File: config.mk
export PLATFORM = sky130hd
export DESIGN_NAME = fpq_op_fifo
export DESIGN_NICKNAME = d
export VERILOG_FILES = /design/src/rtl/fpq_pkg.sv /design/src/rtl/fpq_op_fifo.sv
export SDC_FILE = /design/constraint.sdc
export NUM_CORES = 1
export LEC_CHECK = 0
export BUFFER_PORTS_ARGS = -buffer_cell sky130_fd_sc_hd__buf_2
export CAP_MARGIN = 10
export CORE_MARGIN = 2
export CORE_UTILIZATION = 45
export CTS_CLUSTER_DIAMETER = 80
export CTS_CLUSTER_SIZE = 8
export DETAILED_ROUTE_END_ITERATION = 8
export HOLD_SLACK_MARGIN = 0.12
export MAX_ROUTING_LAYER = met4
export PLACE_DENSITY = 0.65
export SYNTH_ARGS = -nofsm -noshare
export SYNTH_HDL_FRONTEND = slang
export SYNTH_SLANG_ARGS = --single-unit
File: constraint.sdc
create_clock -name clk -period 1.6 [get_ports clk]
set_input_delay 0.08 -clock clk [delete_from_list [all_inputs] [get_ports clk]]
set_output_delay 0.08 -clock clk [all_outputs]
set_load 0.01 [all_outputs]
File: src/rtl/fpq_pkg.sv
`timescale 1ns / 1ps
// ----------------------------------------------------------------------------
// fpq_pkg
// Shared types and constants for the framed packet parser queue.
// ----------------------------------------------------------------------------
package fpq_pkg;

  localparam logic [7:0] START_BYTE = 8'hAA;
  localparam logic [7:0] LEN_SHORT  = 8'd4;
  localparam logic [7:0] LEN_WORD   = 8'd5;
  localparam int         OPQ_DEPTH  = 4;

  typedef enum logic [1:0] {
    PH_HUNT = 2'd0,
    PH_LEN  = 2'd1,
    PH_BODY = 2'd2
  } fpq_phase_t;

  typedef enum logic [2:0] {
    ST_NONE   = 3'd0,
    ST_QUEUED = 3'd1,
    ST_CSUM   = 3'd2,
    ST_LEN    = 3'd3,
    ST_FULL   = 3'd4
  } fpq_status_t;

  typedef enum logic [2:0] {
    OP_NONE     = 3'd0,
    OP_DEQ      = 3'd1,
    OP_LEN_ERR  = 3'd2,
    OP_CSUM_ERR = 3'd3,
    OP_FRAME    = 3'd4
  } fpq_kind_t;

  typedef struct packed {
    logic       command;
    logic [7:0] byte_in;
  } fpq_in_t;

  typedef struct packed {
    logic        entry_valid;
    logic [7:0]  entry_cmd;
    logic [7:0]  entry_id;
    logic [15:0] entry_value;
    fpq_status_t frame_status;
    logic [3:0]  queue_count;
  } fpq_out_t;

  typedef struct packed {
    logic [15:0] value;
    logic [7:0]  id;
    logic [7:0]  cmd;
  } fpq_entry_t;

  typedef struct packed {
    fpq_kind_t  kind;
    fpq_entry_t frame;
  } fpq_op_t;

endpackage

File: src/rtl/fpq_op_fifo.sv
`timescale 1ns / 1ps
// ----------------------------------------------------------------------------
// fpq_op_fifo
// Short queue of classified operations between the parser and the frame queue.
// ----------------------------------------------------------------------------
module fpq_op_fifo
  import fpq_pkg::*;
(
  input  logic    clk,
  input  logic    rst,
  input  logic    push,
  input  fpq_op_t push_op,
  input  logic    pop,
  output fpq_op_t pop_op,
  output logic    empty,
  output logic    full,
  output logic [$clog2(OPQ_DEPTH):0] level
);

  localparam int PW = $clog2(OPQ_DEPTH);

  fpq_op_t       slots [OPQ_DEPTH];
  logic [PW-1:0] wr_ptr;
  logic [PW-1:0] rd_ptr;

  assign empty  = (level == '0);
  assign full   = (level == (PW+1)'(OPQ_DEPTH));
  assign pop_op = slots[rd_ptr];

  always_ff @(posedge clk) begin
    if (rst) begin
      wr_ptr <= '0;
      rd_ptr <= '0;
      level  <= '0;
    end else begin
      if (push) begin
        wr_ptr <= wr_ptr + PW'(1);
      end
      if (pop) begin
        rd_ptr <= rd_ptr + PW'(1);
      end
      if (push && !pop) begin
        level <= level + (PW+1)'(1);
      end else if (pop && !push) begin
        level <= level - (PW+1)'(1);
      end
    end
  end

  always_ff @(posedge clk) begin
    if (push) begin
      slots[wr_ptr] <= push_op;
    end
  end

endmodule

# == Word level (Yosys, flattened, before mapping) ==
# Memory sizes are Yosys's and may differ from the RTL's. A register that Yosys moved wholly into a read port is not among the register bits.
# Index checks and enable logic that the tools add are counted.
# totals
mem_bits_rw,140
latchBits,0
output_inout_bits,40
input_bits,39
register_bits,7
memories,1
mem_bits_ro,0
# op_classes
add_sub_neg,4
multipliers,0
n_div,0
eq_ne,1
reduce_logical,6
muxes,6
n_bitwise,0
shift,0
order_cmp,0
# mem_list
name,depth,width,read_ports,rd_ports_with_merged_regs,wr,line,rtl
slots,4,35,1,1,1,fpq_op_fifo.sv:22,fpq_op_t slots [OPQ_DEPTH];
# op_table
op,count
2-to-1 mux 3 bit,2
"adder 2 x 1 -> 2 bit, second input constant",2
2-to-1 mux 2 bit,2
"adder 3 x 1 -> 3 bit, second input constant",1
"== test 3 bit, second input constant",1
logical NOT 3 bit,1
"subtractor 3 x 1 -> 3 bit, second input constant",1
logical AND 1 bit,2
logical NOT 1 bit,2
2-to-1 mux 1 bit,2
nonzero test 2 bit,1

# == Longest topological paths before layout ==
# depth
ltp_word,4
depth_mapped,7

# == Worst setup path before layout ==
# Ideal clock, no wire load.
# synth_path
path_kind,register to register
startpoint,reg wr_ptr[0]
endpoint,mem slots[2][0] (netlist bit) (enable)
arrival_time_ps,1399
n_path_buf,0
stages_incl_launch_ff,4
t_required_ps,1205
path_slack_ps,-194
synth_period_minus_slack_ps,1794
setup_time_ps,395
cell_sequence,dfxtp_1 inv_1 ha_1 and2_1
# synth_rtl
item,line,rtl
from (decl),fpq_op_fifo.sv:23,logic [PW-1:0] wr_ptr;
from (signal assigned),fpq_op_fifo.sv:37,wr_ptr <= wr_ptr + PW'(1);
to (decl),fpq_op_fifo.sv:22,
# Straight into the memory's write port.

==> impl_results.md <==
* Result of the run: finished with violations
* Failing checks: setup timing
* Synth async-reset ratio at 0%
* CP delay by family, top: multiplexers
* Number of antenna violations at the first check in global routing at 0
* First-pass DRT Iterations at 4
* Share of cells above drive strength 1 at 41.76%
* Critical path required time at 1.52 ns
* Routed length per instance at 18.23 microns
* Initial drt markers at 129
* Complex-gate fraction of the synthesized area at 0.1810%
* Global routing usage summed across all routing layers at 16.13%
* Fraction of post-synthesis cell area in the top cell type by area at 76.00%
* Pins over their slew limit at 0
* Crit Path Max Fanout at 9
* Input/output buffers at 78
* Maxcap violations at 0
* Net Count, Synth at 272
* Crit path buffers/inverters at 2
* Post-synthesis share of cell area spent on xor and xnor gates at 0.7917%
* Ranking of synthesized cells by instance count: 140 x edfxtp_1, 30 x mux4_2, 9 x dfxtp_1
* Cell with the most instances after synthesis: edfxtp_1
* Largest cells by area after synthesis: edfxtp_1 76%, mux4_2 12%, dfxtp_1 3.3%, mux4_1 2.4%, ha_1 1.1%
* Area of the placeable core at 12,010 sq um
* Prevailing post-synth register cell: edfxtp_1
* Post-route clock skew at 0.005356 ns
* Leak pwr at 2.559 nW
* Die X-Extent at 114.9 microns
* Post-Synth Adder-Cell Area at 1.493%
* Main combinational cell family by area after synthesis: multiplexers
* CTS clock-pin slew for the worst setup and hold paths at 0.06 ns
* Ports placed on the boundary at 79
* Final setup violating endpoints at 35
* Num CTS Buffers at 17
* HP Class: primary input to register
* Height of the chip at 114.9 microns
* Longest individual stage delay on the worst path at 0.55 ns
* Fin crit share at 110.3%
* VDD IR-drop max at 0.5509 mV
* Critical path endpoint: pop_op[10]
* Time the final worst path needs with I/O delays and setup at 1.765 ns
* Number of cells after detailed placement at 453
* EDFF count, synth at 140
* Number of synthesis warnings at 0
* Flop2flop setup slack at 0.12 ns
* Worst-case hold slack at 0.1997 ns
* Element type at the critical path start: register
* Pre-CTS WS at 0.05001 ns
* Category of the worst setup path capture point: output pin
* Post-route insts no fill at 523
* Post-route ant nets at 0
* Total power after layout at 9.281 mW
* Crit Path Category: register to output pin
* DRC errors left at 0
* DIE AREA at 13,200 sq um
* Crit-path slowest cell: mux4_2
* Clock Tree Buf Depth at 2
* Final antenna diode count at 0
* Routability-driven placement congestion ratio at 0.7003
* Reg-to-reg critical path startpoint: level[0]
* CTS H-tree lvls at 4
* Seq cells post-synth at 149
* Area leader, netlist: edfxtp_1
* Sequential area share after synthesis at 79.26%
* Count of cell types in the netlist at 23
* Fraction of the mapped netlist area in simple logic gates at 1.335%
* Via/cell ratio at 5.101
* Final-stage net count at 410
* Cell chosen for the clock root: clkbuf_16
* CTS tree: done
* Insertion delay to the later sink of the worst-skew pair at 0.41 ns
* Grt total ovfl at 0
* Critical path cell sequence: buf_12, mux4_2, buf_6
* Final hold violation count at 0
* Netlist Area Pre-Place at 5532 sq um
* Transition at the pin with the smallest max-transition slack at 0.3030 ns
* Floorplan row count at 40
* Minimum setup slack in the final design at -0.1650 ns
* Multiplexer fraction of the synthesized cell area at 14.95%
* Path depth of the worst reg2reg path at 4
* Detailed placement HPWL at 5.447 mm
* Gate Count Post-Synth at 227
* Initial cell density of the core at 46.05%
* Max-slew headroom at 79.80%
* RSZ-0062 raised after global routing: true
* Highest achievable clock rate at 566.6 MHz
* Destination of the worst register-to-register timing path: level[2]
* Critical Path Stages at 3
* Average cell area after synthesis at 24.37 sq um
* Cell area power density at 1277 nW/um^2
* Vias in the first global route at 2,811
* WP data arrival at 1.69 ns
* Sink Count at 149
* Total wirelength of the detailed-routed design at 9.536 mm
* Largest net degree at the start of global routing at 36
* Area delta synth->final at 31.35%
* Via count at 2,668
* First-pass GRT wire length at 14.67 mm
## worst register-to-register path, stage by stage (launching register included)
cell and delay [ns]:
dfxtp_1 0.36, fa_1 0.44, xor2_1 0.18, or3_1 0.31, a21oi_1 0.14
## sequential cells by signal, summed over array words and instances, names as in the netlist, named ones only
name,flops
wr_ptr,2
slots,140
rd_ptr,2
level,3
## cells by family after synthesis
group | after synthesis
AO/OA/AOI/OAI | 2
AND/OR/NAND/NOR | 15
multiplexers | 37
XOR/XNOR | 5
flip-flops | 149
adder cells (fa/ha/maj) | 6
buffers and inverters | 13
## worst min-delay path by stage
stage,endpoint,slack (ns),startpoint,cells past startpoint
after floorplan,slots[0][0],0.18,push_op[0],0
after CTS,level[0],0.19,push,4
after global placement,slots[0][33],0.29,push_op[33],1
final,level[0],0.20,push,4
after detailed placement,slots[2][31],0.30,push_op[31],1
after global routing,level[1],0.25,pop,5
## report_power, final
| group | switching [mW] | internal (mW) |
|---|---|---|
| Sequential | 0.0754 | 4.47 |
| Clock | 1.40 | 2.25 |
| Combinational | 0.486 | 0.602 |
## metal layers
layer | vias to the layer above | routed length (microns) | global-route usage (%)
met1 | 1368 | 4016 | 18.20
li1 | 1221 | - | -
met5 | - | 0 | -
met2 | 59 | 4974 | 26.35
met3 | 20 | 334 | 4.428
met4 | 0 | 212 | 8.514
## cells in the final DEF (no fill, tap or decap), types with 2 or more instances in the layout
master,netlist,routed
clkinv_1,0,2
buf_12,3,10
dlygate4sd3_1,0,38
bufinv_16,0,2
nor2_1,7,7
clkinv_2,0,6
clkbuf_16,0,17
buf_2,3,59
dfxtp_1,9,7
ha_1,5,5
buf_4,0,2
xor2_1,3,3
inv_1,4,4
buf_6,1,19
mux4_2,30,34
mux2i_1,2,2
xnor2_1,2,2
and2_2,0,4
dfxtp_4,0,2
edfxtp_1,140,140
## per-stage QoR
stage	setup TNS, ns	util, %	instance area [sq um]
CTS	-6.653	60.67	7287
floorplan	0	-	5537
detailed placement	0	51.56	6193
global route	-6.251	60.49	7266
finish	-4.033	60.49	7266
global placement	0	51.56	6193
## cell type report
cell class | count | area (sq um)
Fill cell | 914 | 4746
Inverter | 4 | 15.01
Sequential cell | 149 | 4392
Multi-Input combinational cell | 65 | 1027
Tap cell | 147 | 183.9
Clock buffer | 18 | 429.2
Timing Repair Buffer | 128 | 1105
Clock inverter | 12 | 113.9
## repair_timing
| action | in CTS | in global routing |
|---|---|---|
| hold buffers | 38 | 0 |
| resized for setup | 20 | 7 |
| hold endpoints to repair | 149 | 0 |
| buffers inserted | 2 | 0 |
| endpoints found under the setup margin | 35 | 35 |
| cloned | 2 | 0 |
Note: power is estimated with default switching activity, not from simulation.
