<file path="config.mk">
export PLATFORM = sky130hd
export DESIGN_NAME = fpq_front
export DESIGN_NICKNAME = d
export VERILOG_FILES = /design/src/rtl/fpq_pkg.sv /design/src/rtl/fpq_front.sv
export SDC_FILE = /design/constraint.sdc
export NUM_CORES = 1
export LEC_CHECK = 0
export BUFFER_PORTS_ARGS = -buffer_cell sky130_fd_sc_hd__buf_2
export CORE_MARGIN = 5
export CORE_UTILIZATION = 40
export CTS_BUF_LIST = sky130_fd_sc_hd__clkbuf_8
export DETAILED_ROUTE_END_ITERATION = 10
export PLACE_DENSITY = 0.58
export SKIP_LAST_GASP = 1
export SLEW_MARGIN = 10
export SYNTH_ARGS = -nofsm -noshare
export SYNTH_HDL_FRONTEND = slang
export SYNTH_SLANG_ARGS = --single-unit
</file>
<file path="constraint.sdc">
create_clock -name clk -period 3.6 [get_ports clk]
set_input_delay 0.72 -clock clk [delete_from_list [all_inputs] [get_ports clk]]
set_output_delay 0.72 -clock clk [all_outputs]
set_load 0.005 [all_outputs]
</file>
<file path="src/rtl/fpq_pkg.sv">
`timescale 1ns / 1ps
// ----------------------------------------------------------------------------
// fpq_pkg
// Shared types and constants for the framed packet parser queue.
// ----------------------------------------------------------------------------
package fpq_pkg;

  localparam logic [7:0] START_BYTE = 8'hAA;
  localparam logic [7:0] LEN_SHORT  = 8'd4;
  localparam logic [7:0] LEN_WORD   = 8'd5;
  localparam int         OPQ_DEPTH  = 4;

  typedef enum logic [1:0] {
    PH_HUNT = 2'd0,
    PH_LEN  = 2'd1,
    PH_BODY = 2'd2
  } fpq_phase_t;

  typedef enum logic [2:0] {
    ST_NONE   = 3'd0,
    ST_QUEUED = 3'd1,
    ST_CSUM   = 3'd2,
    ST_LEN    = 3'd3,
    ST_FULL   = 3'd4
  } fpq_status_t;

  typedef enum logic [2:0] {
    OP_NONE     = 3'd0,
    OP_DEQ      = 3'd1,
    OP_LEN_ERR  = 3'd2,
    OP_CSUM_ERR = 3'd3,
    OP_FRAME    = 3'd4
  } fpq_kind_t;

  typedef struct packed {
    logic       command;
    logic [7:0] byte_in;
  } fpq_in_t;

  typedef struct packed {
    logic        entry_valid;
    logic [7:0]  entry_cmd;
    logic [7:0]  entry_id;
    logic [15:0] entry_value;
    fpq_status_t frame_status;
    logic [3:0]  queue_count;
  } fpq_out_t;

  typedef struct packed {
    logic [15:0] value;
    logic [7:0]  id;
    logic [7:0]  cmd;
  } fpq_entry_t;

  typedef struct packed {
    fpq_kind_t  kind;
    fpq_entry_t frame;
  } fpq_op_t;

endpackage

</file>
<file path="src/rtl/fpq_front.sv">
`timescale 1ns / 1ps
// ----------------------------------------------------------------------------
// fpq_front
// Frame parser: hunts for the start byte, tracks length and checksum, and
// classifies each request into one operation for the back end.
// ----------------------------------------------------------------------------
module fpq_front
  import fpq_pkg::*;
(
  input  logic    clk,
  input  logic    rst,
  input  logic    accept,
  input  fpq_in_t item,
  output fpq_op_t op
);

  fpq_phase_t phase, phase_next;
  logic [7:0] frame_len, frame_len_next;
  logic [7:0] bytes_seen, bytes_seen_next;
  logic [7:0] running_sum, running_sum_next;
  logic [7:0] held_cmd, held_cmd_next;
  logic [7:0] held_id, held_id_next;
  logic [7:0] held_low, held_low_next;
  logic [7:0] held_high, held_high_next;
  logic [8:0] seen_inc;

  always_ff @(posedge clk) begin
    if (rst) begin
      phase       <= PH_HUNT;
      frame_len   <= '0;
      bytes_seen  <= '0;
      running_sum <= '0;
      held_cmd    <= '0;
      held_id     <= '0;
      held_low    <= '0;
      held_high   <= '0;
    end else if (accept) begin
      phase       <= phase_next;
      frame_len   <= frame_len_next;
      bytes_seen  <= bytes_seen_next;
      running_sum <= running_sum_next;
      held_cmd    <= held_cmd_next;
      held_id     <= held_id_next;
      held_low    <= held_low_next;
      held_high   <= held_high_next;
    end
  end

  always_comb begin
    phase_next       = phase;
    frame_len_next   = frame_len;
    bytes_seen_next  = bytes_seen;
    running_sum_next = running_sum;
    held_cmd_next    = held_cmd;
    held_id_next     = held_id;
    held_low_next    = held_low;
    held_high_next   = held_high;
    seen_inc         = {1'b0, bytes_seen} + 9'd1;
    op.kind          = OP_NONE;
    op.frame         = '0;
    if (item.command) begin
      op.kind = OP_DEQ;
    end else begin
      case (phase)
        PH_LEN: begin
          frame_len_next   = item.byte_in;
          bytes_seen_next  = '0;
          running_sum_next = '0;
          phase_next       = PH_BODY;
        end
        PH_BODY: begin
          case (bytes_seen)
            8'd0:    held_cmd_next  = item.byte_in;
            8'd1:    held_id_next   = item.byte_in;
            8'd2:    held_low_next  = item.byte_in;
            8'd3:    held_high_next = item.byte_in;
            default: ;
          endcase
          running_sum_next = running_sum + item.byte_in;
          bytes_seen_next  = seen_inc[7:0];
          if (seen_inc >= {1'b0, frame_len}) begin
            phase_next = PH_HUNT;
            if (frame_len < LEN_SHORT) begin
              op.kind = OP_LEN_ERR;
            end else if (running_sum_next != 8'd0) begin
              op.kind = OP_CSUM_ERR;
            end else begin
              op.kind = OP_FRAME;
            end
            op.frame.cmd = held_cmd_next;
            op.frame.id  = held_id_next;
            if (frame_len == LEN_SHORT) begin
              op.frame.value = {8'd0, held_low_next};
            end else if (frame_len == LEN_WORD) begin
              op.frame.value = {held_high_next, held_low_next};
            end
          end
        end
        default: begin
          phase_next = (item.byte_in == START_BYTE) ? PH_LEN : PH_HUNT;
        end
      endcase
    end
  end

endmodule

</file>
## Word-level counts from Yosys, hierarchy flattened

Index checks and enable logic that the tools add are counted.
W data, S select, Z words.

- Add/subtract/negate cells: 2
- Mux-type cells: 17
- Reductions and logical operators: 7
- Divide/modulo/power cells: 0
- Shift-type cells: 0
- Equal/unequal tests: 9
- $mul: 0
- Bitwise operators: 1
- Magnitude comparators: 2

Operators by type and width:

| operator | number |
|---|---|
| $mux W35 | 2 |
| $mux W16 | 2 |
| $mux W32 | 1 |
| $mux W8 | 4 |
| $pmux W8 S2 | 2 |
| $eq A8 B2 Y1 const B | 2 |
| $eq A8 B3 Y1 const B | 2 |
| $reduce_and A3 Y1 | 4 |
| $add A8 B1 Y9 const B | 1 |
| $ge A9 B8 Y1 | 1 |
| $mux W3 | 3 |
| $add A8 B8 Y8 | 1 |
| $eq A8 B1 Y1 const B | 1 |
| $eq A8 B8 Y1 const B | 1 |
| $logic_not A8 Y1 | 1 |
| $lt A8 B3 Y1 const B | 1 |
| $reduce_bool A8 Y1 | 1 |
| $pmux W2 S2 | 1 |
| $eq A2 B1 Y1 const B | 1 |
| $eq A2 B2 Y1 const B | 1 |
| $mux W2 | 1 |
| $ne A2 B2 Y1 const B | 1 |
| $reduce_bool A2 Y1 | 1 |
| $mux W1 | 1 |
| $not A1 Y1 | 1 |

- ROM bits: 0
- Input port bits: 12
- Flip-flop bits (word level): 58
- Latch bits: 0
- Memories: 0
- Memory bits (writable): 0

## Longest topological paths before layout

- Word-level depth: 7
- Mapped depth: 12
- Mapped depth without buffers: 11

## Worst setup path after synthesis

No wires, ideal clock.

- Path type: input port to output port
- From: in item[0] in the netlist's numbering
- To: out op[32] in the netlist's numbering
- Path slack: 0.125 ns
- Arrival: 2.755 ns
- Stages on the path: 8
- Cell sequence: ha_1 > fa_1 > a21oi_1 > o21ai_0 > o21a_1 > or4_1 > or4_1 > a41o_1

RTL lines:

| element | line | source |
|---|---|---|
| from (decl) | fpq_front.sv:13 | `input fpq_in_t item,` |
| to (decl) | fpq_front.sv:14 | `output fpq_op_t op` |

==> impl_metrics.json <==
{
  "fin_nets": 552,
  "maxCapViolCount": 0,
  "finalCritPeriodShare": 1.00,
  "htreeDepth": 3,
  "dp_hpwl_um": 6850,
  "slowest_delay_ns": 0.50,
  "yosys.area_share.simple": 0.267,
  "num_vias": 3464,
  "violations": "setup timing",
  "synth_seq_cells": 58,
  "dpl.cell_count": 606,
  "required_ns": 2.88,
  "p_leak_uw": 0.00199,
  "synth_top_family_by_area": "simple AND/OR/NAND/NOR gates",
  "hold_buffers": 0,
  "drtIter0Drc": 187,
  "synth_seq_area_share": 0.328,
  "synth_warnings": 0,
  "muxShareOfSynthArea": 0.0904,
  "synth_ff_type": "dfxtp_1",
  "drc_errors": 0,
  "critPathCaptureType": "output pin",
  "synth_fa_ha_area_frac": 0.0798,
  "dieArea_um2": 10800,
  "wire_per_inst_um": 16.0,
  "async_flop_share": 0,
  "cts_sinks": 58,
  "gp_congestion": 0.845,
  "synth_area_um2": 3540,
  "drt_first_pass_iters": 4,
  "vias_per_cell": 5.49,
  "worstPathMaxFanout": 3,
  "port_buffers": 46,
  "fp.dieW_um": 104,
  "setup_tns_ns": -0.0224,
  "fmax_mhz": 277,
  "setup_viol": 3,
  "critPathLaunchType": "input pin",
  "maxSlewViolCount": 0,
  "finalCriticalPeriod_ns": 3.61,
  "cts_tree": "yes",
  "tightest_slew_ns": 0.657,
  "die_height_um": 104,
  "antenna_found_initial": 0,
  "synth_edf_count": 0,
  "layout_setup_ws_ns": -0.0112,
  "relSlewSlack": 0.558,
  "clock_path_buffers": 2,
  "cpMaxStageDelayCell": "or4b_4",
  "rsz0062_at_grt": "yes",
  "n_antenna_cell": 0,
  "grt_usage": 0.184,
  "finalNonFillerCells": 631,
  "synth_nets": 486,
  "ir_worst_vdd_mv": 0.242,
  "core-area_um2": 8680,
  "postRouteAntennaNets": 0,
  "synth_xor_area_frac": 0.0223,
  "skew_ns": 0.0106,
  "yosysUniqueCellTypes": 51,
  "syn_area_per_cell_um2": 7.84,
  "grt_overflow": 0,
  "start_util": 0.408,
  "syn_to_final_growth_pct": 24.7,
  "syn_inst": 452,
  "path_class": "in2out",
  "path_clk_slew_ns": 0.07,
  "grt_max_degree": 56,
  "ioPinCount": 47,
  "path_cells": "buf_8, ha_4, fa_2, a21oi_2, o21ai_1, o21a_1, or4_4, or4b_4, nor2b_1, buf_2",
  "cp_top_family": "simple AND/OR/NAND/NOR gates",
  "rows": 34,
  "grt_first_pass_wirelength_um": 16400,
  "status": "complete, but fails checks",
  "drive_gt1_frac": 0.268,
  "path_buf_inv": 2,
  "clk_latency_ns": 0.33,
  "synth-compound-area-share": 0.162,
  "min_path_type": "reg2reg",
  "hold_violations": 0,
  "wl_um": 10100,
  "cts_buffers": 9,
  "grt_pass1_vias": 3290,
  "cp_data_arrival_time_ns": 2.89,
  "clockRootBuffer": "clkbuf_8",
  "pwr_density_cell_nw_per_um2": 295
}
## per-layer routing
metal | vias to the layer above | part of all wire | track usage | wire (um)
met1 | 1628 | 0.45 | 0.233 | 4550
met3 | 27 | 0.049 | 0.0317 | 495
met4 | 0 | 0.030 | 0.0777 | 299
li1 | 1735 | - | - | -
met5 | - | 0 | 0 | 0
met2 | 74 | 0.47 | 0.309 | 4770
## worst register-to-register path: stages (launching register included)
cell	delay, ns
dfxtp_2	0.36
ha_4	0.14
and3_4	0.19
and3_4	0.20
xor2_1	0.16
ha_1	0.28
a21oi_2	0.14
o21ai_1	0.07
o21bai_1	0.15
a211o_2	0.39
buf_6	0.14
buf_4	0.13
o21a_1	0.17
o31ai_1	0.21
## kinds of logic after synthesis
logic type | Yosys count
fa+ha+maj | 22
xor+xnor | 9
compound gates | 92
buf+inv | 45
mux | 32
simple gates | 194
flops | 58
## synthesized netlist by cell type, drive strengths merged, types with 3 or more instances
cell,count,share of area
ha,21,0.074
xor2,8,0.020
a22oi,10,0.021
nor2b,4,0.0071
o31ai,3,0.0078
nand2b,4,0.0071
clkbuf,23,0.024
nand2,51,0.054
o2111ai,5,0.012
dfxtp,58,0.33
buf,5,0.0078
a21oi,51,0.073
nor3,5,0.0085
or4,4,0.0085
inv,17,0.018
nor2,52,0.055
and3,7,0.012
nand3,49,0.075
o21ai,8,0.011
mux2i,32,0.090
nand4,4,0.0071
## worst paths after layout
| path | cells after the start | from | slack [ns] | end |
|---|---|---|---|---|
| worst min-delay path | 2 | frame_len[3] | 0.46 | frame_len[3] |
| worst min register to register | 2 | frame_len[3] | 0.46 | frame_len[3] |
| worst max-delay path | 10 | item[0] | -0.01 | op[33] |
| worst max register to register | 13 | bytes_seen[1] | 0.77 | phase[1] |
## cells in the final DEF (no fill, tap or decap), drive strengths merged, types with 3 or more instances in the layout
master and count:
nor3 5, nor2b 4, buf 83, nor2 52
dfxtp 58, nand4 4, inv 17, nand3 49
a21oi 51, clkbuf 12, o2111ai 5, and3 7
mux2i 32, nand2 51, xor2 8, o31ai 3
nand2b 4, or4 4, o21ai 8, a22oi 10
ha 21
## power by group
group	switching (uW)	internal, uW	leakage [uW]
clock network	272	304	0.0000944
logic	55.3	32.4	0.00143
registers	0.0204	641	0.000469
total	328	977	0.00199
## state kept, by name, summed over array words and instances (netlist names)
register / flops
bytes_seen: 8
held_high: 8
held_cmd: 8
frame_len: 8
phase: 2
running_sum: 8
held_low: 8
held_id: 8
## per-stage QoR
stage          utilization  power, uW  hold WS, ns  cell area, um^2  worst slack (ns)
3_3_place_gp         0.464        738        0.446             4020            -0.154
5_1_grt              0.509       1350        0.492             4420            -0.155
2_1_floorplan            -        701        0.436             3540             0.125
3_5_place_dp         0.464        739        0.449             4020            -0.232
4_1_cts              0.497       1320        0.460             4310           -0.0882
6_report             0.509       1310        0.459             4420           -0.0112
## what timing repair did
action | in CTS | in global routing
setup buffers | 5 | 4
resized for setup | 17 | 22
pin swaps | 5 | 7
setup endpoints to repair | 35 | 35
## cell type report
type                       instances  area, um^2
clock buffer                      12         165
clock inverter                     4        25.0
fill                             858        4260
inverter                          17        63.8
multi-input combinational        349        2320
sequential                        58        1170
tap                              108         135
timing repair buffer              83         538
No activity file was read; power rests on OpenSTA's default activity.
