**config.mk**
```make
export PLATFORM = sky130hd
export DESIGN_NAME = fpq_back
export DESIGN_NICKNAME = d
export VERILOG_FILES = /design/src/rtl/fpq_pkg.sv /design/src/rtl/fpq_back.sv
export SDC_FILE = /design/constraint.sdc
export NUM_CORES = 1
export LEC_CHECK = 0
export BUFFER_PORTS_ARGS = -buffer_cell sky130_fd_sc_hd__buf_4
export CORE_AREA = 2 2 211 213
export DETAILED_ROUTE_END_ITERATION = 12
export DIE_AREA = 0 0 213 215
export GPL_ROUTABILITY_DRIVEN = 1
export PLACE_DENSITY = 0.66
export SYNTH_ARGS = -nofsm -noshare
export SYNTH_HDL_FRONTEND = slang
export SYNTH_SLANG_ARGS = --single-unit
```
**constraint.sdc**
```tcl
create_clock -name clk -period 5.3 [get_ports clk]
set_input_delay 1.06 -clock clk [delete_from_list [all_inputs] [get_ports clk]]
set_output_delay 1.06 -clock clk [all_outputs]
set_load 0.02 [all_outputs]
```
**src/rtl/fpq_pkg.sv**
```systemverilog
`timescale 1ns / 1ps
// ----------------------------------------------------------------------------
// fpq_pkg
// Shared types and constants for the framed packet parser queue.
// ----------------------------------------------------------------------------
package fpq_pkg;

  localparam logic [7:0] START_BYTE = 8'hAA;
  localparam logic [7:0] LEN_SHORT  = 8'd4;
  localparam logic [7:0] LEN_WORD   = 8'd5;
  localparam int         OPQ_DEPTH  = 4;

  typedef enum logic [1:0] {
    PH_HUNT = 2'd0,
    PH_LEN  = 2'd1,
    PH_BODY = 2'd2
  } fpq_phase_t;

  typedef enum logic [2:0] {
    ST_NONE   = 3'd0,
    ST_QUEUED = 3'd1,
    ST_CSUM   = 3'd2,
    ST_LEN    = 3'd3,
    ST_FULL   = 3'd4
  } fpq_status_t;

  typedef enum logic [2:0] {
    OP_NONE     = 3'd0,
    OP_DEQ      = 3'd1,
    OP_LEN_ERR  = 3'd2,
    OP_CSUM_ERR = 3'd3,
    OP_FRAME    = 3'd4
  } fpq_kind_t;

  typedef struct packed {
    logic       command;
    logic [7:0] byte_in;
  } fpq_in_t;

  typedef struct packed {
    logic        entry_valid;
    logic [7:0]  entry_cmd;
    logic [7:0]  entry_id;
    logic [15:0] entry_value;
    fpq_status_t frame_status;
    logic [3:0]  queue_count;
  } fpq_out_t;

  typedef struct packed {
    logic [15:0] value;
    logic [7:0]  id;
    logic [7:0]  cmd;
  } fpq_entry_t;

  typedef struct packed {
    fpq_kind_t  kind;
    fpq_entry_t frame;
  } fpq_op_t;

endpackage

```
**src/rtl/fpq_back.sv**
```systemverilog
`timescale 1ns / 1ps
// ----------------------------------------------------------------------------
// fpq_back
// Frame ring queue: stores good frames, serves dequeues, and registers the
// result of each operation.
// ----------------------------------------------------------------------------
module fpq_back
  import fpq_pkg::*;
#(
  parameter int QUEUE_DEPTH = 16
) (
  input  logic     clk,
  input  logic     rst,
  input  logic     op_valid,
  input  fpq_op_t  op,
  output logic     op_take,
  output logic     rsp_valid,
  input  logic     rsp_ready,
  output fpq_out_t rsp
);

  localparam int CW = $clog2(QUEUE_DEPTH);

  fpq_entry_t     store [QUEUE_DEPTH];
  logic [CW-1:0]  head, head_next;
  logic [CW-1:0]  tail, tail_next;
  logic [CW-1:0]  count, count_next;
  logic           wr_en;
  logic           rd_en;
  logic           hit, hit_next;
  fpq_status_t    status, status_next;
  fpq_entry_t     rd_data;
  logic [CW+3:0]  count_ext;

  assign op_take = op_valid && (!rsp_valid || rsp_ready);

  always_comb begin
    head_next   = head;
    tail_next   = tail;
    count_next  = count;
    wr_en       = 1'b0;
    rd_en       = 1'b0;
    hit_next    = 1'b0;
    status_next = ST_NONE;
    case (op.kind)
      OP_DEQ: begin
        if (count != '0) begin
          rd_en      = 1'b1;
          hit_next   = 1'b1;
          head_next  = (head == CW'(QUEUE_DEPTH - 1)) ? '0 : head + CW'(1);
          count_next = count - CW'(1);
        end
      end
      OP_LEN_ERR:  status_next = ST_LEN;
      OP_CSUM_ERR: status_next = ST_CSUM;
      OP_FRAME: begin
        if (count == CW'(QUEUE_DEPTH - 1)) begin
          status_next = ST_FULL;
        end else begin
          status_next = ST_QUEUED;
          wr_en       = 1'b1;
          tail_next   = (tail == CW'(QUEUE_DEPTH - 1)) ? '0 : tail + CW'(1);
          count_next  = count + CW'(1);
        end
      end
      default: status_next = ST_NONE;
    endcase
  end

  always_ff @(posedge clk) begin
    if (rst) begin
      head      <= '0;
      tail      <= '0;
      count     <= '0;
      rsp_valid <= 1'b0;
    end else if (op_take) begin
      head      <= head_next;
      tail      <= tail_next;
      count     <= count_next;
      rsp_valid <= 1'b1;
    end else if (rsp_ready) begin
      rsp_valid <= 1'b0;
    end
  end

  always_ff @(posedge clk) begin
    if (op_take) begin
      hit    <= hit_next;
      status <= status_next;
    end
  end

  always_ff @(posedge clk) begin
    if (op_take && wr_en) begin
      store[tail] <= op.frame;
    end
  end

  always_ff @(posedge clk) begin
    if (op_take && rd_en) begin
      rd_data <= store[head];
    end
  end

  assign count_ext = (CW+4)'(count);

  always_comb begin
    rsp.entry_valid  = hit;
    rsp.entry_cmd    = hit ? rd_data.cmd : 8'd0;
    rsp.entry_id     = hit ? rd_data.id : 8'd0;
    rsp.entry_value  = hit ? rd_data.value : 16'd0;
    rsp.frame_status = status;
    rsp.queue_count  = count_ext[3:0];
  end

endmodule

```
; Word-level counts from Yosys, hierarchy flattened
; Memories as Yosys holds them, arrays and structs flattened. A register that Yosys moved wholly into a read port is not among the register bits.
; Index checks and enable logic that the tools add are counted.
[word_totals]
ff_bits = 17
ram_bits = 512
input_bits = 39
output_inout_bits = 42
wordCells = 50
n_memories = 1
[memory_table]
columns = memory, depth, width, rd, rd_ports_with_merged_regs, write_ports, line_no
row1 = store, 16, 32, 1, 1, 1, fpq_back.sv:24  ; fpq_entry_t store [QUEUE_DEPTH];
[classes]
n_addsub = 4
eq_ne = 9
mux = 18
n_bitwise = 1
n_reduce_logical = 11
[op_table]
columns = operator, n
row1 = $mux W16, 1
row2 = $mux W4, 4
row3 = $mux W8, 2
row4 = $add A4 B1 Y4 const B, 3
row5 = $eq A4 B4 Y1 const B, 3
row6 = $pmux W3 S3, 1
row7 = $mux W1, 8
row8 = $pmux W4 S2, 1
row9 = $eq A3 B2 Y1 const B, 2
row10 = $reduce_and A3 Y1, 2
row11 = $ne A2 B2 Y1 const B, 2
row12 = $reduce_and A4 Y1, 1
row13 = $reduce_bool A2 Y1, 2
row14 = $reduce_bool A4 Y1, 1
row15 = $sub A4 B1 Y4 const B, 1
row16 = $eq A3 B1 Y1 const B, 1
row17 = $eq A3 B3 Y1 const B, 1
row18 = $logic_and A1 B1 Y1, 3
row19 = $mux W3, 1
row20 = $logic_not A1 Y1, 1
row21 = $logic_or A1 B1 Y1, 1
row22 = $not A1 Y1, 1

; Longest topological paths before layout
; Gate-level depths: netlist of run 1.
[depth]
word_depth = 6
mapped_depth = 7
depth_no_buf = 6

; Worst setup path after synthesis of run 1
; Ideal clock, no wire load.
[synth_timing]
path_type = input port to flip-flop
start = in op[32] (netlist name)
end = mem store[3][0] (netlist name) (enable)
setup_ns = 0.461
t_arrival_ns = 4.238
required_time_ns = 4.839
setup_slack_ns = 0.601
cell_stages = 5
path_buffers = 1
cell_sequence = or3b_1 buf_6 nor4_4 nand2_1 nor3_1
[synth_via]
elab_chain_len = 5
[synth_lines]
columns = item, line_no
row1 = from (decl), fpq_back.sv:15  ; input fpq_op_t op,
row2 = $eq A3 B3 Y1, fpq_back.sv:45  ; case (op.kind)
row3 = $mux W1, fpq_back.sv:45
row4 = $logic_and A1 B1 Y1, fpq_back.sv:94  ; if (op_take && wr_en) begin
row5 = $mux W1, fpq_back.sv:94
row6 = $mux W1 (not written as such), fpq_back.sv:95  ; store[tail] <= op.frame;
row7 = to (decl), fpq_back.sv:24
; No other way between the ends.

; Worst setup path after layout of run 1
[layout_timing]
start = in op[32] (netlist name)
end = mem store[11][9] (netlist name) (enable)
; Same word-level chain as after synthesis.

==> results of run 1 <==
cell usage after synthesis (all sizes together), types with 7 or more instances:
library cell and instances:
nor2b 35, edfxtp 548, and2 33, dfxtp 13, a211oi 33, a21oi 44, nand2 9, mux4 128
buf 19, nor3 7, clkbuf 38, ha 7, mux2i 32, nor2 21
logic make-up after synthesis:
group | after synthesis
buf+inv | 62
simple gates | 127
flops | 561
compound gates | 93
fa+ha+maj | 8
xor+xnor | 1
mux | 161
worst max-delay path: cells and delay by family:
family	cells	cell delay, ps
buffers and inverters	2	480
and+or+nand+nor	4	2110
final timing paths:
check / startpoint / end / slack (ps) / depth (start not counted)
worst min register to register: tail[0] / tail[0] / 540 / 2
worst min-delay path: tail[0] / tail[0] / 540 / 2
worst max-delay path: op[32] / store[11][9] / 1930 / 6
worst max register to register: count[1] / store[11][9] / 2360 / 5
report_power, final:
group          switching [mW]  leakage [nW]  internal (mW)
registers             0.00895          5.04           4.87
logic                   0.126          1.69         0.0694
clock network            1.61         0.849           2.12
flip-flops by register name, summed over array words and instances (netlist names):
register and count:
hit 1, rsp_valid 1, tail 4, store 512, status 3, count 4, rd_data 32, head 4
routing by layer:
metal	GRT usage (%)	share of wire (%)	vias to the layer above	wire (µm)
met5	0	0	-	0
met3	3.62	5.5	56	2400
met1	27.8	43	5247	18700
met2	31.5	50	275	21500
li1	-	-	4409	-
met4	5.08	2.0	0	871
layout by cell type, fill, tap and decap left out, drive strengths merged, types with 2 or more instances in the layout:
cell / n
a311oi: 2
dfxtp: 13
and2: 33
edfxtp: 548
mux2i: 32
clkinvlp: 4
a211oi: 33
inv: 7
nand2b: 3
nor4: 2
bufinv: 5
nand3: 5
o21ai: 6
or4: 2
nand2: 9
nor2: 21
clkbuf: 58
nor2b: 35
ha: 7
or3: 3
nor3: 7
clkinv: 32
a21oi: 44
buf: 103
mux4: 128
per-stage QoR:
step | power, mW | instance area [µm²] | hold WS [ps] | utilization (%) | setup WS (ps)
global placement | 5.17 | 23000 | 516 | 52.8 | 1360
finish | 8.81 | 24800 | 545 | 56.8 | 1930
detailed placement | 5.17 | 23000 | 535 | 52.8 | 1270
CTS | 8.89 | 24800 | 544 | 56.8 | 1910
floorplan | 5.05 | 21600 | 492 | - | 601
global route | 9.07 | 24800 | 585 | 56.8 | 1810
area by class of cell:
| cell class | instances | area, µm² |
|---|---|---|
| Fill cell | 3209 | 18900 |
| Sequential cell | 561 | 16700 |
| Multi-Input combinational cell | 390 | 4760 |
| Clock buffer | 58 | 1370 |
| Timing Repair Buffer | 103 | 798 |
| Tap cell | 592 | 741 |
| Clock inverter | 43 | 370 |
| Inverter | 5 | 18.8 |
==> run summary, run 1 <==
The run finished with clean final reports. The final critical path takes up 63.6% of the cycle. The tree is rooted in a sky130_fd_sc_hd__clkbuf_16. The portion of synthesized cell area occupied by the leading cell type was 76.1%.

Once detailed placement completed, the half-perimeter wirelength came to 25,000 µm. The synthesized netlist occupies a cell area of 21,600 µm². The total number of nets in the final design came out at 1,162. The run gives 0 as the hold violation total from the final report. The slowest stage of the critical path is the sky130_fd_sc_hd__nor2_4 cell. CTS saw 561 sinks. TritonCTS built the clock tree. For the worst setup path, the data required time is 5590 ps. For the pin with the worst max-slew slack, the measured transition is 1240 ps. The number of nets with antenna violations after detailed routing came out at 0. The fraction of the mapped netlist area in compound gates works out to 2.66%. The start-to-end type of the worst setup path was in -> reg. The finished layout holds 1,752 standard cells, fillers aside. For the global placer's final weighted congestion, the log shows 0.759. The run gives 0 as the number of resized instances in the post-cts repair step. Measured against its own limit, the worst slew margin works out to 17.5%. Largest family of logic cells by synthesized area: multiplexers. The worst-case clock buffer depth is 3, and the x dimension of the die is 213 µm.

The xor-xnor portion of the synthesized cell area is 0.0405%, and the clock input transition at the sequential cells of the worst setup and hold paths is 60 ps. The number of max-cap violations was 0; the register bit total from synthesis was 561. The maximum single-stage delay on the critical path works out to 820 ps. Setup repair after global routing left no endpoint under its margin. The number of distinct library cells after synthesis was 45. The tools report the area of the die as 45,800 µm². At the worst endpoint, the arrival time is 3660 ps.

For the net count of the mapped netlist, the log shows 1,060. Derived from the worst setup path, the maximum achievable clock frequency is 0.297 GHz. Across the VDD grid, the largest voltage drop is 291 µV.

For this run, the detailed router's first-pass iteration total came to 5. Post-CTS timing repair inserted 0 buffers for setup. The power density over cell area is 355 nW/µm². Of the total synthesized cell area, the portion taken by AND, OR, NAND and NOR gates is 3.39%. By area the synthesized netlist is led by sky130_fd_sc_hd__edfxtp_1 (76%), sky130_fd_sc_hd__mux4_2 (13%), sky130_fd_sc_hd__mux2i_1 (1.5%). The synthesized instance count was 1,013; the pin count of the biggest net entering global routing was 66. Across every metal layer, demand over resource in global routing totals 19.5%. The run gives 15.5 ps as the setup clock skew after layout.

The average routed wire per standard cell is 24.8 µm. A synthesized cell averages 21.3 µm². The path type of the worst min-delay path is reg -> reg. The H-tree was split into 2 levels. In the routed layout, each cell is associated on average with a via count of 5.70.

Kind of launch point of the worst setup path: an input port. After detailed routing, the total wire length is 43,500 µm. The number of placed I/O pins was 81; the post-detailed-route DRC marker count was 0. The final critical delay including setup and external delays works out to 3370 ps. In this run, placement finished with an instance count of 1,651.

Among all flip-flop cells after synthesis, the most frequent one is sky130_fd_sc_hd__edfxtp_1. The number of global-route vias before repair is 10,300, and the row count is 77. Setup violations remaining at the end of the flow were counted as 0. Library cell appearing most often on the critical path: sky130_fd_sc_hd__buf_4. Summed over all failing endpoints, the final setup total negative slack is 0 ps.

The count of antenna diodes in the layout was 0. The maximum fanout along the worst path was 21. The detailed router placed 9,987 vias in this run. Once the floorplan was initialized, standard cells occupied 49.6% of the core.

After synthesis, the share of flip-flops with an asynchronous set or reset is 0%. The run gives 0 as the number of slew-limit violations in the final report. Cell type contributing the most total cell area after synthesis: sky130_fd_sc_hd__edfxtp_1. The number of clock buffers inserted by TritonCTS is 54, and the port buffer count is 80. The die is 215 µm tall.

The worst setup path is captured at a flip-flop. After Yosys synthesis, full adders, half adders and majority gates account for 0.498% of the synthesized area. The signal on the critical path passes through buf_4 -> or3b_1 -> nor4_4 -> nand2_1 -> nor2_4 -> buf_4. The first global-routing pass estimated 64,900 µm of wire. The post-route netlist has 29.1% of its cells at a drive strength greater than 1. Yosys mapped a number of flops with a built-in enable equal to 548. For this run, the number of Yosys warnings is 0. The DRC violation total after the first TritonRoute iteration was 1,017; the total of hold buffers inserted after clock tree synthesis was 0.

The sequential share of the synthesized area was 77.3%; the leakage power was 7.58 nW. The floorplan step defined a core boundary enclosing 43,600 µm². The tools report the number of antenna violations at the first check in global routing as 0. The layout overhead on the synthesized area is 14.6%. The mux contribution to synthesized area was 14.9%. For this run the aggregate overflow at the end of global routing stands at 0. The insertion delay to the later sink of the worst-skew pair was 600 ps.
No activity file was read; power rests on OpenSTA's default activity.
==> inputs of run 2 (changes only) <==
--- a/config.mk
+++ b/config.mk
@@ -5,12 +5,13 @@
 export SDC_FILE = /design/constraint.sdc
 export NUM_CORES = 1
 export LEC_CHECK = 0
+export ABC_AREA = 1
 export BUFFER_PORTS_ARGS = -buffer_cell sky130_fd_sc_hd__buf_4
-export CORE_AREA = 2 2 211 213
+export CORE_AREA = 2 2 218 220
 export DETAILED_ROUTE_END_ITERATION = 12
-export DIE_AREA = 0 0 213 215
+export DIE_AREA = 0 0 220 222
 export GPL_ROUTABILITY_DRIVEN = 1
-export PLACE_DENSITY = 0.66
+export PLACE_DENSITY = 0.68
 export SYNTH_ARGS = -nofsm -noshare
 export SYNTH_HDL_FRONTEND = slang
 export SYNTH_SLANG_ARGS = --single-unit
==> constraint.sdc (replaced) <==
create_clock -name clk -period 2.8 [get_ports clk]
set_input_delay 0.56 -clock clk [delete_from_list [all_inputs] [get_ports clk]]
set_output_delay 0.56 -clock clk [all_outputs]
set_load 0.02 [all_outputs]
==> run summary, run 2 <==
Measured along the y axis, the die boundary spans 222 µm. TritonCTS built the clock tree. The number of flops mapped to enable cells by yosys was 548; the buffers plus inverters on the worst setup path was 3. The slowest library cell on the worst path is sky130_fd_sc_hd__edfxtp_1. The run gives 30,300 µm as the final HPWL from detailed placement. The start-to-end type of the worst setup path was reg -> out.

Of the post-synthesis cell area, the dominant cell type holds 71.9%. The x dimension of the die was 220 µm. The logs give 15.5 ps for the setup clock skew after layout and 0 for the total of hold buffers inserted after clock tree synthesis.

The number of nets with antenna violations after detailed routing is 0. In this design, the largest share of critical-path delay is due to buffers and inverters. The maximum fanout along the worst path was 21; the sequential share of the synthesized area was 73.0%. The synthesized netlist contains 22 unique library cells. The repair_antennas step left the layout with diodes totalling 0. The run gives 24,500 µm² as the placed cell area.

The largest registers in the layout are store x512, rd_data x32. For this design the ratio of total power to cell area is 638 nW/µm². For this run, the number of Yosys warnings is 0. Setup repair after global routing left no endpoint under its margin. Based on the critical path, the design can be clocked at up to 0.464 GHz. After detailed routing, the total wire length is 53,200 µm.

For the cell area after synthesis, the log shows 22,900 µm². In this run the tightest slew margin relative to its limit is 38.6%. The via density per instance was 5.41.

The post-detailed-route DRC marker count came out at 0. The standard cell core area was 46,300 µm². Sorting the synthesized cells by area gives the leading types as sky130_fd_sc_hd__edfxtp_1 (72%), sky130_fd_sc_hd__nor2_1 (8.6%), sky130_fd_sc_hd__nand2_1 (4.9%). For the number of placed I/O pins, the log shows 81. After synthesis the netlist holds a flip-flop and latch count of 561.

The tree is rooted in a sky130_fd_sc_hd__clkbuf_16. The maximum single-stage delay on the critical path came out at 350 ps. Ranked by instance count, the synthesized netlist is headed by sky130_fd_sc_hd__edfxtp_1 (548), sky130_fd_sc_hd__nor2_1 (523), sky130_fd_sc_hd__nand2_1 (301).

Of the available clock period, the critical path in the final layout requires 76.9%. Gates resized during post-CTS repair numbered 0. The most frequent standard cell in the layout excluding fill and tap cells was sky130_fd_sc_hd__edfxtp_1.

The ratio of cells with drive above 1 in the final layout was 11.9%. The routed design could run at a clock period as short as 2150 ps. The register with the most flip-flops in the layout has 512 of them. The number of slew-limit violations in the final report was 0; the mux contribution to synthesized area was 0%. The port buffer count works out to 80. The initialized floorplan defines 79 standard-cell rows. A synthesized cell averages 11.4 µm². The data arrival time of the worst path is 1590 ps. The number of antenna violations at the first check in global routing is 1. The number of global-route vias before repair is 14,200. The net count of the mapped netlist came out at 2,051.

The commonest register cell after synthesis is sky130_fd_sc_hd__edfxtp_1. In this run, CTS created clock tree buffers numbering 55. The leakage power is 9.71 nW. Max-cap violations in this run came to 0. The clock passes through at most 3 buffers. In this run the register-to-register setup slack is 740 ps.

The clock sink count is 561, and the area of the die is 48,800 µm². At the pin with the least slew margin, the transition time is 921 ps. The flow ran to the end, and the final reports show no timing, DRC or antenna violations. Largest family of logic cells by synthesized area: simple AND/OR/NAND/NOR gates.

Cell type contributing the most total cell area after synthesis: sky130_fd_sc_hd__edfxtp_1. The aggregate global routing overflow is 0. The final route contains 14,900 vias.

Of the total synthesized cell area, the portion taken by full adders, half adders and majority gates is 0.470%. After the last flow step, the layout net total stands at 2,143. The share of async-settable or async-resettable flops after synthesis came out at 0%. The worst vdd rail ir drop came out at 443 µV. More flip-flops sit in one register than any other, and that register is store. The run gives 2,004 as the synthesized instance count. Once the clock tree was built, the setup fixing pass inserted 0 buffers. Clock latency on the worst-skew pair, taken at its later pin, is 600 ps. Global routing consumed, over all layers together, 22.1% of the routing resources. Kind of launch point of the worst setup path: a flip-flop. Hold violation total from the final report: 0.

After clock tree synthesis, the clock-pin slew on the worst setup and hold paths is 60 ps. The type of element capturing the critical path is an output pin. The worst hold path belongs to the class in -> reg.

The signal on the critical path passes through buf_4 -> nand2_1 -> inv_1 -> buf_4. The first detailed-routing pass took 5 iterations. Entering global routing, the biggest net connects 165 pins. For the final routed database, the setup TNS stands at 0 ps. The top cell types in the final layout, fill and taps aside, are sky130_fd_sc_hd__edfxtp_1 (548), sky130_fd_sc_hd__nor2_1 (505), sky130_fd_sc_hd__nand2_1 (301), sky130_fd_sc_hd__o21ai_0 (158), sky130_fd_sc_hd__buf_4 (123).

The synthesized netlist devotes 0.115% of its cell area to XOR and XNOR gates. The most used standard cell by instance count after synthesis is sky130_fd_sc_hd__edfxtp_1. The logs give 49.5% for the starting density of the core and 26,200 µm² for the final design instance area without fill. Average routed wire per standard cell: 19.4 µm. The tools report the required time of the critical path as 2240 ps. The run gives 0 as the setup violation total in the final timing report. The first routing iteration left 1,715 violations.

By instance count, the cell type seen most on the critical path is sky130_fd_sc_hd__buf_4. The global placer's final weighted congestion is 0.795, and the layout overhead on the synthesized area is 14.5%. The first global-routing pass estimated 82,100 µm of wire.

Summing the areas of all and, or, nand and nor instances in the mapped netlist gives 16.0% of the synthesized area. The deepest level of the CTS H-tree is 2. Summing the areas of all compound-gate instances in the mapped netlist gives 5.86% of the synthesized area.
-- run 2: report_power, final --
group	internal (mW)	switching, mW	leakage [nW]
clock network	3.96	3.09	0.808
registers	9.22	0.0135	5.04
logic	0.129	0.309	3.86
total	13.3	3.41	9.71
-- run 2: path summary, 6_finish.rpt --
check / start / cells past startpoint / to
worst max-delay path: hit / 4 / rsp[37]
worst max register to register: head[0] / 10 / rd_data[15]
worst min-delay path: rst / 2 / head[1]
worst min register to register: rsp_valid / 2 / rsp_valid
-- run 2: final cells by class --
cell class	instances	area [µm²]
inverter	123	468
clock buffer	63	1410
fill	3755	20000
clock inverter	36	295
multi-input combinational	1214	5270
sequential	561	16700
tap	607	759
timing repair buffer	141	1280
-- run 2: kinds of logic after synthesis --
| group | count (synthesis) |
|---|---|
| XOR/XNOR | 3 |
| AND/OR/NAND/NOR | 936 |
| buffers and inverters | 229 |
| flip-flops | 561 |
| adder cells (fa/ha/maj) | 8 |
| AO/OA/AOI/OAI | 267 |
-- run 2: per-layer routing --
metal	track usage, %	part of all wire (%)	vias up
li1	-	-	6980
met1	31.8	43	7201
met2	34.4	47	592
met3	4.31	8.2	77
met4	6.00	2.1	0
met5	0	0	-
-- run 2: metrics by stage --
| stage | setup WS (ps) | utilization, % | hold WS [ps] | cells | total power, mW |
|---|---|---|---|---|---|
| detailed placement | 252 | 53.0 | 511 | 2646 | 9.86 |
| finish | 647 | 56.7 | 209 | 2745 | 16.7 |
| floorplan | -523 | - | 483 | 2004 | 9.60 |
| global placement | 260 | 53.0 | 477 | 2646 | 9.85 |
| global route | 539 | 56.7 | 190 | 2745 | 17.2 |
| CTS | 602 | 56.7 | 166 | 2745 | 16.8 |
==> inputs of run 3 (changes only) <==
==> constraint.sdc (replaced) <==
create_clock -name clk -period 1.9 [get_ports clk]
set_input_delay 0.38 -clock clk [delete_from_list [all_inputs] [get_ports clk]]
set_output_delay 0.38 -clock clk [all_outputs]
set_load 0.02 [all_outputs]
==> run summary, run 3 (same netlist as run 2, synthesis figures left out) <==
The internal portion of the total power is 20.4 mW. Global routing consumed, on the met2 layer, 38.2% of the routing resources. In this run the vertical extent of the chip is 222 µm.

Across every metal layer, demand over resource in global routing totals 22.8%. In this run the static leakage power is 10.1 nW. The x dimension of the die works out to 220 µm. The via density per instance was 5.37. Before CTS, the worst setup slack after placement is -170 ps.

Entering global routing, the biggest net connects 76 pins. The proportion of total power due to net switching is 20.1%. Data arrives at the worst endpoint at 1580 ps.

Of all nets on the critical path, the largest fanout is 14. The placed cell area is 25,100 µm². TritonCTS built the clock tree.

With fillers left out, the area of the finished cells amounts to 27,100 µm². The largest register by flop count is store. Standard cell core area: 46,300 µm². The logs give 57 for the number of clock buffers inserted by TritonCTS and 63.8% for the tightest slew margin relative to the limit. The tools report the type of element capturing the critical path as an output pin. For the global placer's final weighted congestion, the log shows 0.872.

The start-to-end type of the worst setup path was reg -> out. On the critical path the largest part of the delay comes from buffers and inverters. The number of global-route vias before repair is 14,400. CTS saw 561 sinks. For the number of max-cap violations, the log shows 0.

After detailed routing, the average wire length per cell comes to 20.0 µm. The part of the cycle the worst path needs is 103%, and the required time of the critical path is 1520 ps. The tools report the cell at the root of the clock tree as sky130_fd_sc_hd__clkbuf_16. The tools report the number of slew-limit violations in the final report as 0.

For met3 alone, demand over resource in global routing was 2.89%. The run gives 48,800 µm² as the area of the die. Setup violations remaining at the end of the flow were counted as 32. Setup repair after global routing could not meet its margin everywhere.

The first TritonRoute pass finished after 8 iterations. In this run the deepest clock path goes through 3 buffers. The fraction of power consumed by the clock network came out at 43.9%. The clock arrives with 18.4 ps of skew.

The first global-routing pass estimated 84,100 µm of wire. Layout overhead on the synthesized area: 18.4%. The most frequent standard cell in the layout excluding fill and tap cells was sky130_fd_sc_hd__edfxtp_1. The top cell types in the final layout, fill and taps aside, are sky130_fd_sc_hd__edfxtp_1 (548), sky130_fd_sc_hd__nor2_1 (505), sky130_fd_sc_hd__nand2_1 (287), sky130_fd_sc_hd__o21ai_0 (158), sky130_fd_sc_hd__inv_1 (110). The DRC violation total after the first TritonRoute iteration is 1,610. The kind of launch point of the worst setup path was a flip-flop. Traced cell by cell, the critical path runs through buf_6 -> buf_12 -> nand2_1 -> inv_1 -> buf_4. The net switching power was 5.14 mW. The post-route total power came out at 25.6 mW. The met1 routing resource usage after global routing is 30.8%. The routed layout has 14,900 vias. The tools report the hold violation total from the final report as 0.

Sequential cells burn 53.2% of the power. The clock reaches the later pin of the worst-skew pair after 610 ps. Dividing total power by cell area gives a power density of 944 nW/µm². Summed over all layers, the routed wires come to 55,400 µm. The tools report the top achievable clock speed as 0.511 GHz.

The transition time of the tightest slew-check pin is 543 ps, and the port buffer count is 80. The path type of the worst min-delay path was in -> reg. The number of antenna violations at the first check in global routing came out at 0. For the final HPWL from detailed placement, the log shows 33,800 µm. The deepest level of the CTS H-tree is 2, and the starting density of the core is 49.5%. The ratio of cells with drive above 1 in the final layout is 14.1%.

The aggregate global routing overflow came out at 0. The largest registers in the layout are store x512, rd_data x32. Of the total power, combinational logic draws 2.9%. For the finished layout, the period the worst path requires is 1960 ps.

The maximum single-stage delay on the critical path was 400 ps. Worst vdd rail ir drop: 846 µV. The finished layout holds 2,773 standard cells, fillers aside. Number of placed cells counting well taps: 2,669. The checks that failed: negative setup slack.

Total number of nets in the final design: 2,172. For the number of nets with antenna violations after detailed routing, the log shows 0. The logs give 0 for the count of antenna diodes in the layout and 0 for the post-detailed-route DRC marker count. After clock tree synthesis, the clock-pin slew on the worst setup and hold paths is 60 ps.

In this run the count of I/O pins placed on the die edge is 81. The setup slack after layout was -56.6 ps. The slowest library cell on the worst path was sky130_fd_sc_hd__edfxtp_1. The row count was 79; the buffers plus inverters on the worst setup path was 4. The register with the most flip-flops in the layout has 512 of them. The layer with the highest usage after global routing is met2. The flow ran to the end, but the final reports show violations.
-- run 3: final cells by class --
| cell class | count | area (µm²) |
|---|---|---|
| clock inverter | 39 | 408 |
| sequential | 561 | 16700 |
| tap | 607 | 759 |
| fill | 3716 | 19100 |
| multi-input combinational | 1214 | 5340 |
| timing repair buffer | 168 | 1930 |
| inverter | 123 | 485 |
| clock buffer | 61 | 1460 |
-- run 3: repair_timing --
| item | CTS | global route |
|---|---|---|
| setup buffers | 0 | 2 |
| hold buffers | 1 | 0 |
| endpoints found under the setup margin | 33 | 90 |
| cloned | 0 | 1 |
| endpoints found under the hold margin | 7 | 0 |
| resized for setup | 3 | 24 |
-- run 3: metrics by stage --
| step | utilization [%] | hold slack, ps | TNS [ps] |
|---|---|---|---|
| floorplan | - | 479 | -104330 |
| global placement | 54.3 | 473 | -22700 |
| detailed placement | 54.3 | 482 | -29070 |
| CTS | 58.3 | 10.8 | -1910 |
| global route | 58.6 | 28.1 | -3360 |
| finish | 58.6 | 45.7 | -1160 |
-- run 3: worst paths after layout --
| path | slack (ps) | from | endpoint | depth (start not counted) |
|---|---|---|---|---|
| worst min-delay path | 50 | op_valid | rsp_valid | 3 |
| worst min register to register | 490 | rsp_valid | rsp_valid | 2 |
| worst max-delay path | -60 | hit | rsp[24] | 5 |
| worst max register to register | 110 | head[0] | rd_data[31] | 7 |
-- run 3: power by group through the flow --
stage | clock network, mW | logic [mW] | registers (mW)
5_1_grt | 11.9 | 0.805 | 13.6
3_5_place_dp | 0 | 0.720 | 13.9
6_report | 11.2 | 0.739 | 13.6
4_1_cts | 11.4 | 0.727 | 13.6
3_3_place_gp | 0 | 0.709 | 13.9
2_1_floorplan | 0 | 0.272 | 13.9
-- run 3: per-layer routing --
| layer | share of wire, % | up-vias |
|---|---|---|
| li1 | - | 7041 |
| met1 | 42 | 7202 |
| met4 | 3.1 | 0 |
| met2 | 49 | 562 |
| met3 | 5.7 | 96 |
| met5 | 0 | - |
-- run 3: worst min-delay path: cells and delay by family --
kind            cells  cell delay [ps]
compound gates      1               60
buf+inv             2              170
